<file path="src/hdl/three_wire_serial_master_macros.svh">
// Assertion macros used by the serial master RTL.
`ifndef THREE_WIRE_SERIAL_MASTER_MACROS_SVH
`define THREE_WIRE_SERIAL_MASTER_MACROS_SVH

// Same-cycle implication, checked at every rising edge outside reset.
`define TWS_ASSERT_IMP(label, ante, cons) \
  label: assert property (@(posedge clk) disable iff (rst) (ante) |-> (cons)) \
    else $error("serial master check failed");

// Next-cycle implication, checked at every rising edge outside reset.
`define TWS_ASSERT_NXT(label, ante, cons) \
  label: assert property (@(posedge clk) disable iff (rst) (ante) |=> (cons)) \
    else $error("serial master check failed");

`endif

</file>
<file path="src/hdl/tws_pkg.sv">
package tws_pkg;

  // Phase codes of the bus sequencer.
  localparam logic [3:0] PH_IDLE   = 4'd0;
  localparam logic [3:0] PH_CE_LOW = 4'd1;
  localparam logic [3:0] PH_SETUP  = 4'd2;
  localparam logic [3:0] PH_CMD_LO = 4'd3;
  localparam logic [3:0] PH_CMD_HI = 4'd4;
  localparam logic [3:0] PH_CMD_TL = 4'd5;
  localparam logic [3:0] PH_DAT_LO = 4'd6;
  localparam logic [3:0] PH_DAT_HI = 4'd7;
  localparam logic [3:0] PH_DAT_TL = 4'd8;
  localparam logic [3:0] PH_RD_SMP = 4'd9;
  localparam logic [3:0] PH_RD_HI  = 4'd10;
  localparam logic [3:0] PH_RD_LO  = 4'd11;
  localparam logic [3:0] PH_END    = 4'd12;

  // Tick commands.
  localparam logic [1:0] CMD_TICK  = 2'd0;
  localparam logic [1:0] CMD_READ  = 2'd1;
  localparam logic [1:0] CMD_WRITE = 2'd2;

  // Configuration register indexes.
  localparam logic REG_UNIT_TICKS  = 1'b0;
  localparam logic REG_SETUP_UNITS = 1'b1;

  localparam int WAIT_W = 20;

  typedef struct packed {
    logic [3:0]        phase;
    logic [2:0]        bit_index;
    logic [7:0]        command_shift;
    logic [7:0]        data_shift;
    logic [7:0]        read_shift;
    logic              is_read;
    logic [WAIT_W-1:0] wait_count;
  } tws_state_t;

  typedef struct packed {
    logic       ce_pin;
    logic       sclk_pin;
    logic       io_out;
    logic       io_drive;
    logic       busy_res;
    logic       done_res;
    logic [7:0] read_data;
    logic       rejected;
  } tws_result_t;

endpackage

</file>
<file path="src/hdl/tws_step.sv">
module tws_step (
  input  tws_pkg::tws_state_t  state,
  input  logic [15:0]          unit_ticks,
  input  logic [3:0]           setup_units,
  input  logic [1:0]           cmd,
  input  logic [7:0]           command_byte,
  input  logic [7:0]           write_data,
  input  logic                 io_in,
  output tws_pkg::tws_state_t  state_next,
  output tws_pkg::tws_result_t result
);
  import tws_pkg::*;

  logic              start;
  tws_state_t        cur;
  logic [15:0]       unit_len;
  logic [3:0]        setup_eff;
  logic [WAIT_W-1:0] setup_len;
  logic [WAIT_W-1:0] phase_len;
  logic [WAIT_W:0]   wait_inc;
  logic              phase_last;
  logic              cb;
  logic              db;
  logic              ce;
  logic              clk_lvl;
  logic              io;
  logic              drv;
  logic              done;

  assign start = (cmd == CMD_READ) || (cmd == CMD_WRITE);

  // Zero register values count as one.
  assign unit_len  = (unit_ticks == 16'd0) ? 16'd1 : unit_ticks;
  assign setup_eff = (setup_units == 4'd0) ? 4'd1 : setup_units;
  assign setup_len = WAIT_W'(unit_len) * WAIT_W'(setup_eff);

  // Load a new transaction on an idle tick; the first phase shows at once.
  always_comb begin
    cur = state;
    if (state.phase == PH_IDLE && start) begin
      cur.command_shift = command_byte;
      cur.data_shift    = write_data;
      cur.is_read       = (cmd == CMD_READ);
      cur.bit_index     = 3'd0;
      cur.wait_count    = '0;
      cur.phase         = PH_CE_LOW;
    end
  end

  assign cb = cur.command_shift[cur.bit_index];
  assign db = cur.data_shift[cur.bit_index];

  // Pin levels for the current phase.
  always_comb begin
    ce      = 1'b1;
    clk_lvl = 1'b0;
    io      = 1'b0;
    drv     = 1'b1;
    unique case (cur.phase)
      PH_CMD_LO: io = cb;
      PH_CMD_HI: begin
        clk_lvl = 1'b1;
        io      = cb;
      end
      PH_CMD_TL: begin
        if (!cur.is_read) begin
          io = cb;
        end else if (cur.bit_index == 3'd7) begin
          drv = 1'b0;
        end
      end
      PH_DAT_LO: io = db;
      PH_DAT_HI: begin
        clk_lvl = 1'b1;
        io      = db;
      end
      PH_DAT_TL: io = db;
      PH_RD_SMP: drv = 1'b0;
      PH_RD_HI: begin
        clk_lvl = 1'b1;
        drv     = 1'b0;
      end
      PH_RD_LO: drv = 1'b0;
      PH_SETUP: ;
      default:  ce = 1'b0;
    endcase
  end

  // Length of the current phase in ticks.
  always_comb begin
    unique case (cur.phase)
      PH_CE_LOW: phase_len = WAIT_W'(1);
      PH_SETUP:  phase_len = setup_len;
      PH_END:    phase_len = cur.is_read ? WAIT_W'(1) : setup_len;
      default:   phase_len = WAIT_W'(unit_len);
    endcase
  end

  assign wait_inc   = {1'b0, cur.wait_count} + (WAIT_W+1)'(1);
  assign phase_last = wait_inc >= {1'b0, phase_len};

  // Sampling, tick counting and phase sequencing.
  always_comb begin
    state_next = cur;
    done       = 1'b0;
    if (cur.phase != PH_IDLE) begin
      if (cur.phase == PH_RD_SMP && cur.wait_count == '0) begin
        state_next.read_shift[cur.bit_index] = io_in;
      end
      if (phase_last) begin
        state_next.wait_count = '0;
        unique case (cur.phase)
          PH_CE_LOW: state_next.phase = PH_SETUP;
          PH_SETUP: begin
            state_next.phase     = PH_CMD_LO;
            state_next.bit_index = 3'd0;
          end
          PH_CMD_LO: state_next.phase = PH_CMD_HI;
          PH_CMD_HI: state_next.phase = PH_CMD_TL;
          PH_CMD_TL: begin
            if (cur.bit_index != 3'd7) begin
              state_next.phase     = PH_CMD_LO;
              state_next.bit_index = cur.bit_index + 3'd1;
            end else begin
              state_next.phase     = cur.is_read ? PH_RD_SMP : PH_DAT_LO;
              state_next.bit_index = 3'd0;
            end
          end
          PH_DAT_LO: state_next.phase = PH_DAT_HI;
          PH_DAT_HI: state_next.phase = PH_DAT_TL;
          PH_DAT_TL: begin
            if (cur.bit_index != 3'd7) begin
              state_next.phase     = PH_DAT_LO;
              state_next.bit_index = cur.bit_index + 3'd1;
            end else begin
              state_next.phase = PH_END;
            end
          end
          PH_RD_SMP: state_next.phase = PH_RD_HI;
          PH_RD_HI:  state_next.phase = PH_RD_LO;
          PH_RD_LO: begin
            if (cur.bit_index != 3'd7) begin
              state_next.phase     = PH_RD_SMP;
              state_next.bit_index = cur.bit_index + 3'd1;
            end else begin
              state_next.phase = PH_END;
            end
          end
          PH_END: begin
            state_next.phase = PH_IDLE;
            done             = 1'b1;
          end
          default: state_next.phase = PH_IDLE;
        endcase
      end else begin
        state_next.wait_count = wait_inc[WAIT_W-1:0];
      end
    end
  end

  // Assemble the result of this tick.
  always_comb begin
    result.ce_pin    = ce;
    result.sclk_pin  = clk_lvl;
    result.io_out    = io & drv;
    result.io_drive  = drv;
    result.busy_res  = (cur.phase != PH_IDLE);
    result.done_res  = done;
    result.read_data = state_next.read_shift;
    result.rejected  = (state.phase != PH_IDLE) && start;
  end

endmodule

</file>
<file path="src/hdl/three_wire_serial_master.sv">
// Three-wire serial bus master (CE, SCLK, bidirectional IO), driven one tick
// per input transaction. Every accepted tick produces exactly one result
// transaction carrying the pin levels, status flags and the read byte. A tick
// is accepted in every cycle while the result register is empty or being
// taken, so the sustained rate is one tick per clock; the result appears in the
// cycle after acceptance. The single-pass phase sequencer updates its state
// and fills the result register in the same clock edge. Bus timing is counted
// in ticks, not clocks: a delay unit is unit_ticks ticks and the setup delay
// is setup_units units. The configuration registers are written through
// cfg_we, cfg_index and cfg_data and take effect on the next tick.
`include "three_wire_serial_master_macros.svh"

module three_wire_serial_master (
  input  logic        clk,
  input  logic        rst,
  input  logic        cfg_we,
  input  logic        cfg_index,
  input  logic [15:0] cfg_data,
  input  logic        in_valid,
  output logic        in_ready,
  input  logic [1:0]  cmd,
  input  logic [7:0]  command_byte,
  input  logic [7:0]  write_data,
  input  logic        io_in,
  output logic        out_valid,
  input  logic        out_ready,
  output logic        ce_pin,
  output logic        sclk_pin,
  output logic        io_out,
  output logic        io_drive,
  output logic        busy_res,
  output logic        done_res,
  output logic [7:0]  read_data,
  output logic        rejected
);
  import tws_pkg::*;

  logic [15:0] unit_ticks;
  logic [3:0]  setup_units;
  tws_state_t  state;
  tws_state_t  state_next;
  tws_result_t step_result;
  tws_result_t result;
  logic        in_take;

  // Configuration registers.
  always_ff @(posedge clk) begin
    if (rst) begin
      unit_ticks  <= 16'd1;
      setup_units <= 4'd4;
    end else if (cfg_we) begin
      unique case (cfg_index)
        REG_UNIT_TICKS:  unit_ticks  <= cfg_data;
        REG_SETUP_UNITS: setup_units <= cfg_data[3:0];
        default: ;
      endcase
    end
  end

  tws_step u_step (
    .state        (state),
    .unit_ticks   (unit_ticks),
    .setup_units  (setup_units),
    .cmd          (cmd),
    .command_byte (command_byte),
    .write_data   (write_data),
    .io_in        (io_in),
    .state_next   (state_next),
    .result       (step_result)
  );

  // A new tick is taken whenever the result register is free or draining.
  assign in_ready = !out_valid || out_ready;
  assign in_take  = in_valid && in_ready;

  // Sequencer state.
  always_ff @(posedge clk) begin
    if (rst) begin
      state <= '0;
    end else if (in_take) begin
      state <= state_next;
    end
  end

  // Result register.
  always_ff @(posedge clk) begin
    if (rst) begin
      out_valid <= 1'b0;
    end else if (in_take) begin
      out_valid <= 1'b1;
    end else if (out_ready) begin
      out_valid <= 1'b0;
    end
  end

  always_ff @(posedge clk) begin
    if (in_take) begin
      result <= step_result;
    end
  end

  assign ce_pin    = result.ce_pin;
  assign sclk_pin  = result.sclk_pin;
  assign io_out    = result.io_out;
  assign io_drive  = result.io_drive;
  assign busy_res  = result.busy_res;
  assign done_res  = result.done_res;
  assign read_data = result.read_data;
  assign rejected  = result.rejected;

  // A finishing tick is a busy tick with CE already dropped.
  `TWS_ASSERT_IMP(a_done_in_end, out_valid && done_res, busy_res && !ce_pin)
  // A released IO line is never reported as driven high.
  `TWS_ASSERT_IMP(a_released_low, out_valid && !io_drive, !io_out)
  // A start on an idle tick is taken and begins a transaction at once.
  `TWS_ASSERT_NXT(a_start_taken,
    in_take && state.phase == PH_IDLE && (cmd == CMD_READ || cmd == CMD_WRITE),
    out_valid && busy_res && !rejected && !ce_pin)
  // The sequencer never enters an unused phase code.
  `TWS_ASSERT_IMP(a_phase_range, 1'b1, state.phase <= PH_END)

endmodule

</file>
<file path="config.mk">
export PLATFORM = sky130hd
export DESIGN_NAME = three_wire_serial_master
export DESIGN_NICKNAME = d
export VERILOG_FILES = /design/src/hdl/tws_pkg.sv /design/src/hdl/tws_step.sv /design/src/hdl/three_wire_serial_master.sv
export VERILOG_INCLUDE_DIRS = /design/src /design/src/hdl
export SDC_FILE = /design/constraint.sdc
export NUM_CORES = 1
export LEC_CHECK = 0
export BUFFER_PORTS_ARGS = -buffer_cell sky130_fd_sc_hd__buf_2
export CAP_MARGIN = 20
export CELL_PAD_IN_SITES_DETAIL_PLACEMENT = 1
export CELL_PAD_IN_SITES_GLOBAL_PLACEMENT = 1
export CORE_UTILIZATION = 40
export CTS_BUF_LIST = sky130_fd_sc_hd__clkbuf_8
export DETAILED_ROUTE_END_ITERATION = 8
export PLACE_DENSITY = 0.69
export REMOVE_ABC_BUFFERS = 1
export SLEW_MARGIN = 0
export SYNTH_ARGS = -nofsm -noshare
export SYNTH_HDL_FRONTEND = slang
export SYNTH_SLANG_ARGS = --single-unit
</file>
<file path="constraint.sdc">
create_clock -name clk -period 9.32 [get_ports clk]
set_clock_uncertainty 0.05 [all_clocks]
set_input_delay 0.466 -clock clk [delete_from_list [all_inputs] [get_ports clk]]
set_output_delay 0.466 -clock clk [all_outputs]
set_load 0.005 [all_outputs]
</file>
# Yosys cells after proc, flatten, opt, wreduce, memory -nomap -nowiden
# Index checks and enable logic that the tools add are counted.
# classes
add_sub_neg	2
mul	1
n_div	0
magnitude_cmp	3
n_eq_ne	16
shift	0
muxes	36
bitwise	2
reduce_logical	24
# op_table
cell	n
$mux 20	3
$pmux 20 s3	1
$pmux 4 s11	1
$mux 23	1
$add 20x1->21 const B	1
$ge 21x20->1	1
$mux 21	1
$mux 7	3
$eq 4x4->1 const B	5
$logic_not 20->1	1
$mul 16x4->20	1
$eq 4x3->1 const B	4
$logic_not 16->1	1
$mux 16	1
$mux 8	2
$mux 4	3
$mux 1	11
$reduce_or 10->1	1
$pmux 3 s3	1
$reduce_or 3->1	3
$bwmux 8	1
$eq 4x2->1 const B	2
$logic_not 4->1	2
$reduce_bool 4->1	2
21 further kinds	31
# totals
ff_bits	88
latchBits	0
mem_bits_rw	0
rom_bits	0
out_inout_bits	17
memories	0

# Longest topological paths before layout
# Gate-level depths: netlist (run 1).
# logic_depth
ltp_word	11
ltp_mapped	24

# Hierarchy
# Synthesis (run 1) repeated with hierarchy kept, for this count alone.
# unflattened
hier_cells	1057
area_unflattened_um2	8496.9
# modules_own_cells
module	n_inst	cells_per_inst	area_per_inst_um2	seq_area_each_um2
tws_step	1	711	4780.8	0.0
three_wire_serial_master	1	346	3716.1	1911.8

# Worst setup path before layout (run 1)
# Ideal clock, no wire load.
# synth_timing
path_kind	register to register
start	reg unit_ticks[13]
end	reg, netlist name state[48]
setup_time_ns	0.103
arrival_ns	5.536
slack_ns	3.631
stages_incl_launch_ff	23
n_path_buf	1
path_cell_list	dfxtp_1 -> nor4_1 -> a41oi_1 -> nor2b_1 -> fa_1 -> fa_1 -> ha_1 -> a211oi_1 -> o21ai_0 -> a21oi_1 -> nor3_1 -> o31ai_1 -> nand3_1 -> a211o_1 -> ha_1 -> nand4_1 -> or3_1 -> a21o_1 -> a41oi_2 -> o31ai_2 -> and2_0 -> clkbuf_1 -> a2111oi_2
# synth_between
elab_chain_cells	8
# synth_lines
element	line_no	text
start, declared	three_wire_serial_master.sv:38	logic [15:0] unit_ticks;
start signal, assigned	three_wire_serial_master.sv:53	REG_UNIT_TICKS: unit_ticks <= cfg_data;
$logic_not 16->1	tws_step.sv:33	assign unit_len = (unit_ticks == 16'd0) ? 16'd1 : unit_ticks;
$mux 16 (*)	tws_step.sv:33	
$mul 16x4->20	tws_step.sv:35	assign setup_len = WAIT_W'(unit_len) * WAIT_W'(setup_eff);
$mux 20	tws_step.sv:94	PH_END: phase_len = cur.is_read ? WAIT_W'(1) : setup_len;
$pmux 20 s3 (*)	tws_step.sv:91	unique case (cur.phase)
$ge 21x20->1 (*)	tws_step.sv:100	assign phase_last = wait_inc >= {1'b0, phase_len};
$mux 7 (*)	tws_step.sv:110	if (phase_last) begin
$mux 7 (*)	tws_step.sv:106	if (cur.phase != PH_IDLE) begin
# Every way passes the cells marked *; elsewhere a longest branch is shown, timed or not.
# A chain may end at the register's enable or synchronous reset.

# Worst setup path after layout (run 1)
# layout_timing
start	reg unit_ticks[13]
end	reg, netlist name state[48]
# layout_between
elab_chain_cells	8
# layout_lines
element	line_no
$logic_not 16->1	tws_step.sv:33
$mux 16 (*)	tws_step.sv:33
$mul 16x4->20	tws_step.sv:35
$mux 20	tws_step.sv:94
$pmux 20 s3 (*)	tws_step.sv:91
$ge 21x20->1 (*)	tws_step.sv:100
$mux 7 (*)	tws_step.sv:110
$mux 7 (*)	tws_step.sv:106
# Marked as above.

==> results.ini, run 1 <==
[logic_synthesis]
async_flop_share = 0
synth_xor_area_frac = 0.0361
synth-adder-area-share = 0.172
synth_compound_area_frac = 0.187
yosys_warnings = 0
yosysMostFrequentCell = nand2_1
synth_common_cells = nand2_1 (137), a21oi_1 (80), dfxtp_1 (73)
synth_top_area_frac = 0.201
ys_ff_latch = 88
ys_dominant_reg_cell = dfxtp_1
muxShareOfSynthArea = 0.0274
synth-edff-count = 15
yosysSeqAreaShare = 0.263
syn_inst = 910
syn_area_sq_um = 7270
synth_cell_type_count = 73
synthSimpleGateAreaFrac = 0.253
synth_top_area_cell = dfxtp_1
synth_area_per_cell_sq_um = 7.99
ys_top_cells_by_area = dfxtp_1 (20%), ha_1 (9.5%), fa_1 (7.7%), nand2_1 (7.1%), edfxtp_1 (6.2%)
synth_top_family_by_area = simple AND/OR/NAND/NOR gates

[floorplanning]
rows = 48
die_w_um = 137
start_util = 0.415
io_pins = 58
dieHeight_um = 137
design.die.area_sq_um = 18700
coreArea_sq_um = 17500

[route]
first_iter_violations = 348
ant_nets = 0
remaining_drc_errors = 0
viasPerCell = 5.60
vias = 6528
wire_per_inst_um = 17.9
postRouteWirelength_um = 20900
first_pass_iters = 4

[sta]
relSlewSlack = 0.226
finalHoldViolations = 0
finalCritPeriodShare = 0.707
setup_viol = 0
maxSlewViolCount = 0
rsz0062_at_grt = false
final.min_clock_period_ns = 6.59
setup_tns_ns = 0
worstMarginPinSlew_ns = 1.16
fin_hold_ws_ns = 0.233
max_freq_mhz = 152

[clock_tree]
cts.sinks = 88
cts_max_level = 3
cts_buffers = 9
path_clk_slew_ns = 0.12
clockBufferDepth = 2
postCtsSetupBuffers = 0
clock_latency_ns = 0.40
cts_tree = yes
cts-hold-fix-buffers = 0
cts_resized = 0
root_buffer = clkbuf_8

[setup_path]
crit_fanout = 15
startpoint_type = register
crit_required_ns = 9.57
end_kind = register
reg2regPathDepth = 21
path_class = reg2reg
rr_endpoint = state[48]
r2r_setup_slack_ns = 2.73
critPathArrivalTime_ns = 6.84
worstReg2RegStart = unit_ticks[13]

[global_routing]
grt_max_degree = 69
grt_pass1_wl_um = 34600
antenna_found_initial = 0
grt_pass1_vias = 6626
globalRouteTotalUtil = 0.237
overflow = 0

[hold_path]
hold_depth = 3
hp-start = command_byte[7]
hp-class = in2reg
hold_path_end = state[44]

[job]
maxCapViolCount = 0

[layout]
area.growth.synth_to_final_pct = 8.91
drive_above_1_share = 0.119
fin_util = 0.452
antenna_cells = 0
instances_no_fill = 1166
nets = 1060
fillCellCount = 2195

[power_and_ir_drop]
p_leak_nw = 3.38
peakVddDrop_mv = 0.0823
power.density_nw_per_um2 = 126

[status]
status = complete, no violations

[place]
portBuffers = 57
dp_hpwl_um = 15200
dp.cells = 1147
place_congestion = 0.788

[flip-flops by register name, indices dropped and copies added, names as in the netlist]
signal / count
state: 52
done_res: 1
unit_ticks: 16
out_valid: 1
rejected: 1
busy_res: 1
ce_pin: 1
read_data: 8
setup_units: 4
sclk_pin: 1
io_drive: 1
io_out: 1
[where the power goes]
group / leakage (nW) / internal, W / switching (W)
logic: 2.54 / 0.0000954 / 0.000178
clock network: 0.104 / 0.000108 / 0.000183
registers: 0.742 / 0.000408 / 0.0000246
[layer usage]
layer	wire length, um	global-route usage	vias to the layer above	share of wire
li1	-	-	3233	-
met2	9720	0.378	90	0.47
met1	10400	0.342	3196	0.50
met3	586	0.0233	9	0.028
met4	136	0.0592	0	0.0065
met5	0	0	-	0
[cell usage in the layout (no fill, tap or decap), drive strengths merged, types with 11 or more instances in the layout]
| cell type | n |
|---|---|
| a21oi | 80 |
| a22oi | 18 |
| and2 | 50 |
| buf | 66 |
| dfxtp | 73 |
| edfxtp | 15 |
| fa | 28 |
| ha | 55 |
| inv | 69 |
| mux2 | 11 |
| nand2 | 137 |
| nand3 | 29 |
| nand4 | 22 |
| nor2 | 60 |
| nor3 | 12 |
| o21ai | 25 |
| xnor2 | 15 |
| xor2 | 15 |
[cell families after synthesis]
group | after synthesis
XOR/XNOR | 30
adder cells (fa/ha/maj) | 83
flip-flops | 88
AND/OR/NAND/NOR | 370
AO/OA/AOI/OAI | 207
multiplexers | 16
buffers and inverters | 116
[worst max path at each step]
stage               depth (start not counted)        end           start  slack (ns)
floorplan                                  15  state[13]          cmd[1]        2.12
global placement                           21   done_res  unit_ticks[13]        2.83
detailed placement                         21   done_res  unit_ticks[13]        2.62
CTS                                        21   done_res  unit_ticks[13]        2.58
global route                               21   done_res  unit_ticks[13]        2.22
finish                                     21  state[48]  unit_ticks[13]        2.73
[per-stage QoR]
stage                     area [sq um]  setup slack, ns  total power, W
after floorplan                   7060             2.12        0.000603
after global placement            7690             2.83        0.000704
after detailed placement          7690             2.62        0.000707
after CTS                         7890             2.58         0.00100
after global routing              7920             2.22         0.00105
final                             7920             2.73        0.000996
[worst max-delay path, stage by stage, from the launching register on]
cell	delay [ns]
dfxtp_1	0.52
nor4_1	0.11
a41oi_1	0.48
nor2b_1	0.13
fa_1	0.50
fa_1	0.52
ha_1	0.34
a211oi_1	0.32
o21ai_0	0.24
a21oi_1	0.37
nor3_1	0.11
o31ai_1	0.27
nand3_1	0.11
a211o_1	0.30
ha_1	0.30
nand4_1	0.07
or3_1	0.38
a21o_1	0.17
a41oi_2	0.28
o31ai_4	0.22
and2_0	0.32
a2111oi_2	0.38
[area by class of cell]
type / count / area [sq um] / share of cell area
Clock buffer: 9 / 124 / 0.0156
Clock inverter: 7 / 81.3 / 0.0103
Inverter: 65 / 244 / 0.0308
Multi-Input combinational cell: 706 / 4920 / 0.621
Sequential cell: 88 / 1910 / 0.241
Tap cell: 225 / 282 / 0.0356
Timing Repair Buffer: 66 / 357 / 0.0450
Note: power is estimated with default switching activity, not from simulation.
==> inputs of run 2 (changes only) <==
- ABC_AREA: unset -> 1
- PLACE_DENSITY: 0.69 -> 0.72
- clock period: 9.32 -> 6.75 ns (I/O delays scaled with it)
==> run 2 against run 1 <==
  * Final area is 3.4% higher
  * Clock power increased by 35%
  * Final cell count grew 22%
  * Core utilization down 0.20 points
  * Worst hold slack lost 0.14 ns
  * Critical path depth is 13 higher
  * Count of clock-buffer cells in the layout did not move
  * Global-route usage about the same
  * Synthesized cell count is 26% higher
  * Total power is 56% higher
  * Setup slack worse by 2.2 ns
  * Critical path type unchanged
  * Largest power group unchanged
==> results.ini, run 2 <==
[sta]
finalCritPeriodShare = 0.922  ; +0.215
max_freq_mhz = 161  ; +5.9%
finalHoldViolations = 0  ; unchanged
setup_tns_ns = 0  ; unchanged
relSlewSlack = 0.308  ; +0.0819
final.min_clock_period_ns = 6.22  ; -0.366 ns
maxSlewViolCount = 0  ; unchanged
rsz0062_at_grt = false
worstMarginPinSlew_ns = 1.03  ; -0.127 ns
setup_viol = 0  ; unchanged
setup_slack_ns = 0.526  ; -2.20 ns

[place]
dpl_worst_slack_ns = 0.371  ; -2.25 ns
dp_hpwl_um = 16900  ; +11%
place_congestion = 0.855  ; +8.4%
portBuffers = 57  ; unchanged

[clock_tree]
postCtsSetupBuffers = 0  ; unchanged
cts.sinks = 88  ; unchanged
root_buffer = clkbuf_8
cts_resized = 0  ; unchanged
clock_latency_ns = 0.41  ; about the same
cts-hold-fix-buffers = 0  ; unchanged
cts_max_level = 3  ; unchanged
cts_tree = yes
cts_buffers = 9  ; unchanged
path_clk_slew_ns = 0.11  ; about the same
clockBufferDepth = 2  ; unchanged

[global_routing]
globalRouteTotalUtil = 0.237  ; -0.000370
grt_pass1_vias = 7483  ; +13%
overflow = 0  ; unchanged
grt_pass1_wl_um = 36600  ; +5.9%
grt_max_degree = 46  ; -33%
antenna_found_initial = 0  ; unchanged

[route]
first_pass_iters = 6  ; +2
vias = 7325  ; +12%
first_iter_violations = 349  ; +0.29%
viasPerCell = 5.17  ; -7.7%
remaining_drc_errors = 0  ; unchanged
wire_per_inst_um = 15.4  ; -14%
postRouteWirelength_um = 21800  ; +4.2%
ant_nets = 0  ; unchanged

[floorplanning]
coreArea_sq_um = 18200  ; +3.8%
io_pins = 58  ; unchanged
dieHeight_um = 139  ; +1.7%
start_util = 0.413  ; -0.00142
design.die.area_sq_um = 19400  ; +3.4%
rows = 49  ; +2.1%
die_w_um = 139  ; +1.7%

[setup_path]
startpoint_type = register
critPathArrivalTime_ns = 6.49  ; -0.35 ns
slowest_stage = fa_1
crit_top_cell = nand2_1
reg2regPathDepth = 34  ; +62%
crit_family = simple AND/OR/NAND/NOR gates
cp_slowest_stage_delay_ns = 0.53  ; about the same
end_kind = register
worstReg2RegStart = unit_ticks[12]
path_class = reg2reg
r2r_setup_slack_ns = 0.53  ; -2.20 ns
crit_buf_inv = 1  ; +1
crit_fanout = 10  ; -5
crit_required_ns = 7.02  ; -2.55 ns
rr_endpoint = state[14]

[logic_synthesis]
async_flop_share = 0  ; unchanged
synth_common_cells = nand2_1 (269), inv_1 (203), nor2_1 (126)
syn_inst = 1145  ; +26%
synth_top_area_frac = 0.194  ; -0.00675
synth_area_per_cell_sq_um = 6.57  ; -18%
synth-edff-count = 15  ; unchanged
yosys_warnings = 0  ; unchanged
synth_top_area_cell = dfxtp_1
yosysSeqAreaShare = 0.254  ; -0.00883
synth_cell_type_count = 48  ; -34%
syn_area_sq_um = 7520  ; +3.5%
ys_dominant_reg_cell = dfxtp_1
yosysMostFrequentCell = nand2_1
ys_top_cells_by_area = dfxtp_1 (19%), nand2_1 (13%), inv_1 (10%), ha_1 (9.1%), fa_1 (7.5%)
ys_ff_latch = 88  ; unchanged

[layout]
largest_register = state
antenna_cells = 0  ; unchanged
fillCellCount = 2451  ; +12%
layout_common_cells = nand2_1 (269), inv_1 (203), nor2_1 (126)
largest_register_ffs = 52  ; unchanged
nets = 1307  ; +23%
drive_above_1_share = 0.0859  ; -0.0332
final_common_cell = nand2_1
area.growth.synth_to_final_pct = 8.80
fin_util = 0.450  ; -0.00203

[hold_path]
hp-class = in2reg
hold_path_end = state[32]
hp-start = write_data[3]
hold_depth = 3  ; unchanged

[power_and_ir_drop]
p_leak_nw = 4.30  ; +27%
power.density_nw_per_um2 = 190  ; +51%
peakVddDrop_mv = 0.0991  ; +20%

[job]
maxCapViolCount = 0  ; unchanged

[status]
status = complete, no violations

-- run 2: cell count changes after synthesis, sizes merged, moves of 50 or more --
cell	delta
inv	+140
nand2	+136
nor2	+69
o21ai	+92
and2	-50
-- run 2: area by class of cell --
type                       instances  area (sq um)  share of cell area
tap                              229           287              0.0350
multi-input combinational        813          4680               0.571
clock buffer                       9           124              0.0151
timing repair buffer              64           338              0.0413
inverter                         207           778              0.0951
sequential                        88          1910               0.234
clock inverter                     7          70.1             0.00856
-- run 2: how the worst max path moves through the flow --
stage / start / endpoint / slack (ns) / cells after the start
final: unit_ticks[12] / state[14] / 0.53 / 34
after detailed placement: unit_ticks[12] / state[14] / 0.37 / 34
after global placement: unit_ticks[12] / state[17] / 0.66 / 34
after floorplan: unit_ticks[8] / state[0] / 1.68 / 34
after global routing: unit_ticks[8] / state[14] / 0.01 / 32
after CTS: unit_ticks[12] / state[14] / 0.27 / 34
-- run 2: kinds of logic (layout without fill, tap and decap cells) --
family	count (synthesis)	after routing	share of synthesized area
AND/OR/NAND/NOR	464	465	0.252
flip-flops	88	88	0.254
buffers and inverters	245	287	0.127
adder cells (fa/ha/maj)	83	83	0.166
XOR/XNOR	19	19	0.0221
AO/OA/AOI/OAI	246	246	0.179
-- run 2: power breakdown --
| part | total, W | switching [W] | leakage (nW) | internal, W |
|---|---|---|---|---|
| Combinational | 0.000544 | 0.000372 | 3.46 | 0.000171 |
| Sequential | 0.000619 | 0.0000381 | 0.749 | 0.000581 |
| Clock | 0.000394 | 0.000249 | 0.0988 | 0.000145 |
-- run 2: per-stage QoR --
| stage | instance area, sq um | cells | hold slack (ns) | power, W |
|---|---|---|---|---|
| 4_1_cts | 8160 | 1416 | 0.0853 | 0.00156 |
| 3_3_place_gp | 7970 | 1400 | 0.406 | 0.00115 |
| 5_1_grt | 8190 | 1417 | 0.104 | 0.00167 |
| 2_1_floorplan | 7350 | 1107 | 0.357 | 0.000986 |
| 3_5_place_dp | 7970 | 1400 | 0.415 | 0.00117 |
| 6_report | 8190 | 1417 | 0.0971 | 0.00156 |
-- run 2: worst reg2reg max path: cells and delay by family, from the launching register on --
family	cells	cell delay (ns)
and+or+nand+nor	21	2.56
adders and majority gates	4	1.76
AOI/OAI and AO/OA	8	1.32
DFF	1	0.40
buffers and inverters	1	0.05
-- run 2: layer usage --
metal  vias to the layer above  GRT usage  wire, um
met3                        29     0.0287       483
met4                         0     0.0877       520
met2                        95      0.414     10500
met1                      3462      0.299     10300
li1                       3739          -         -
met5                         -          0         0
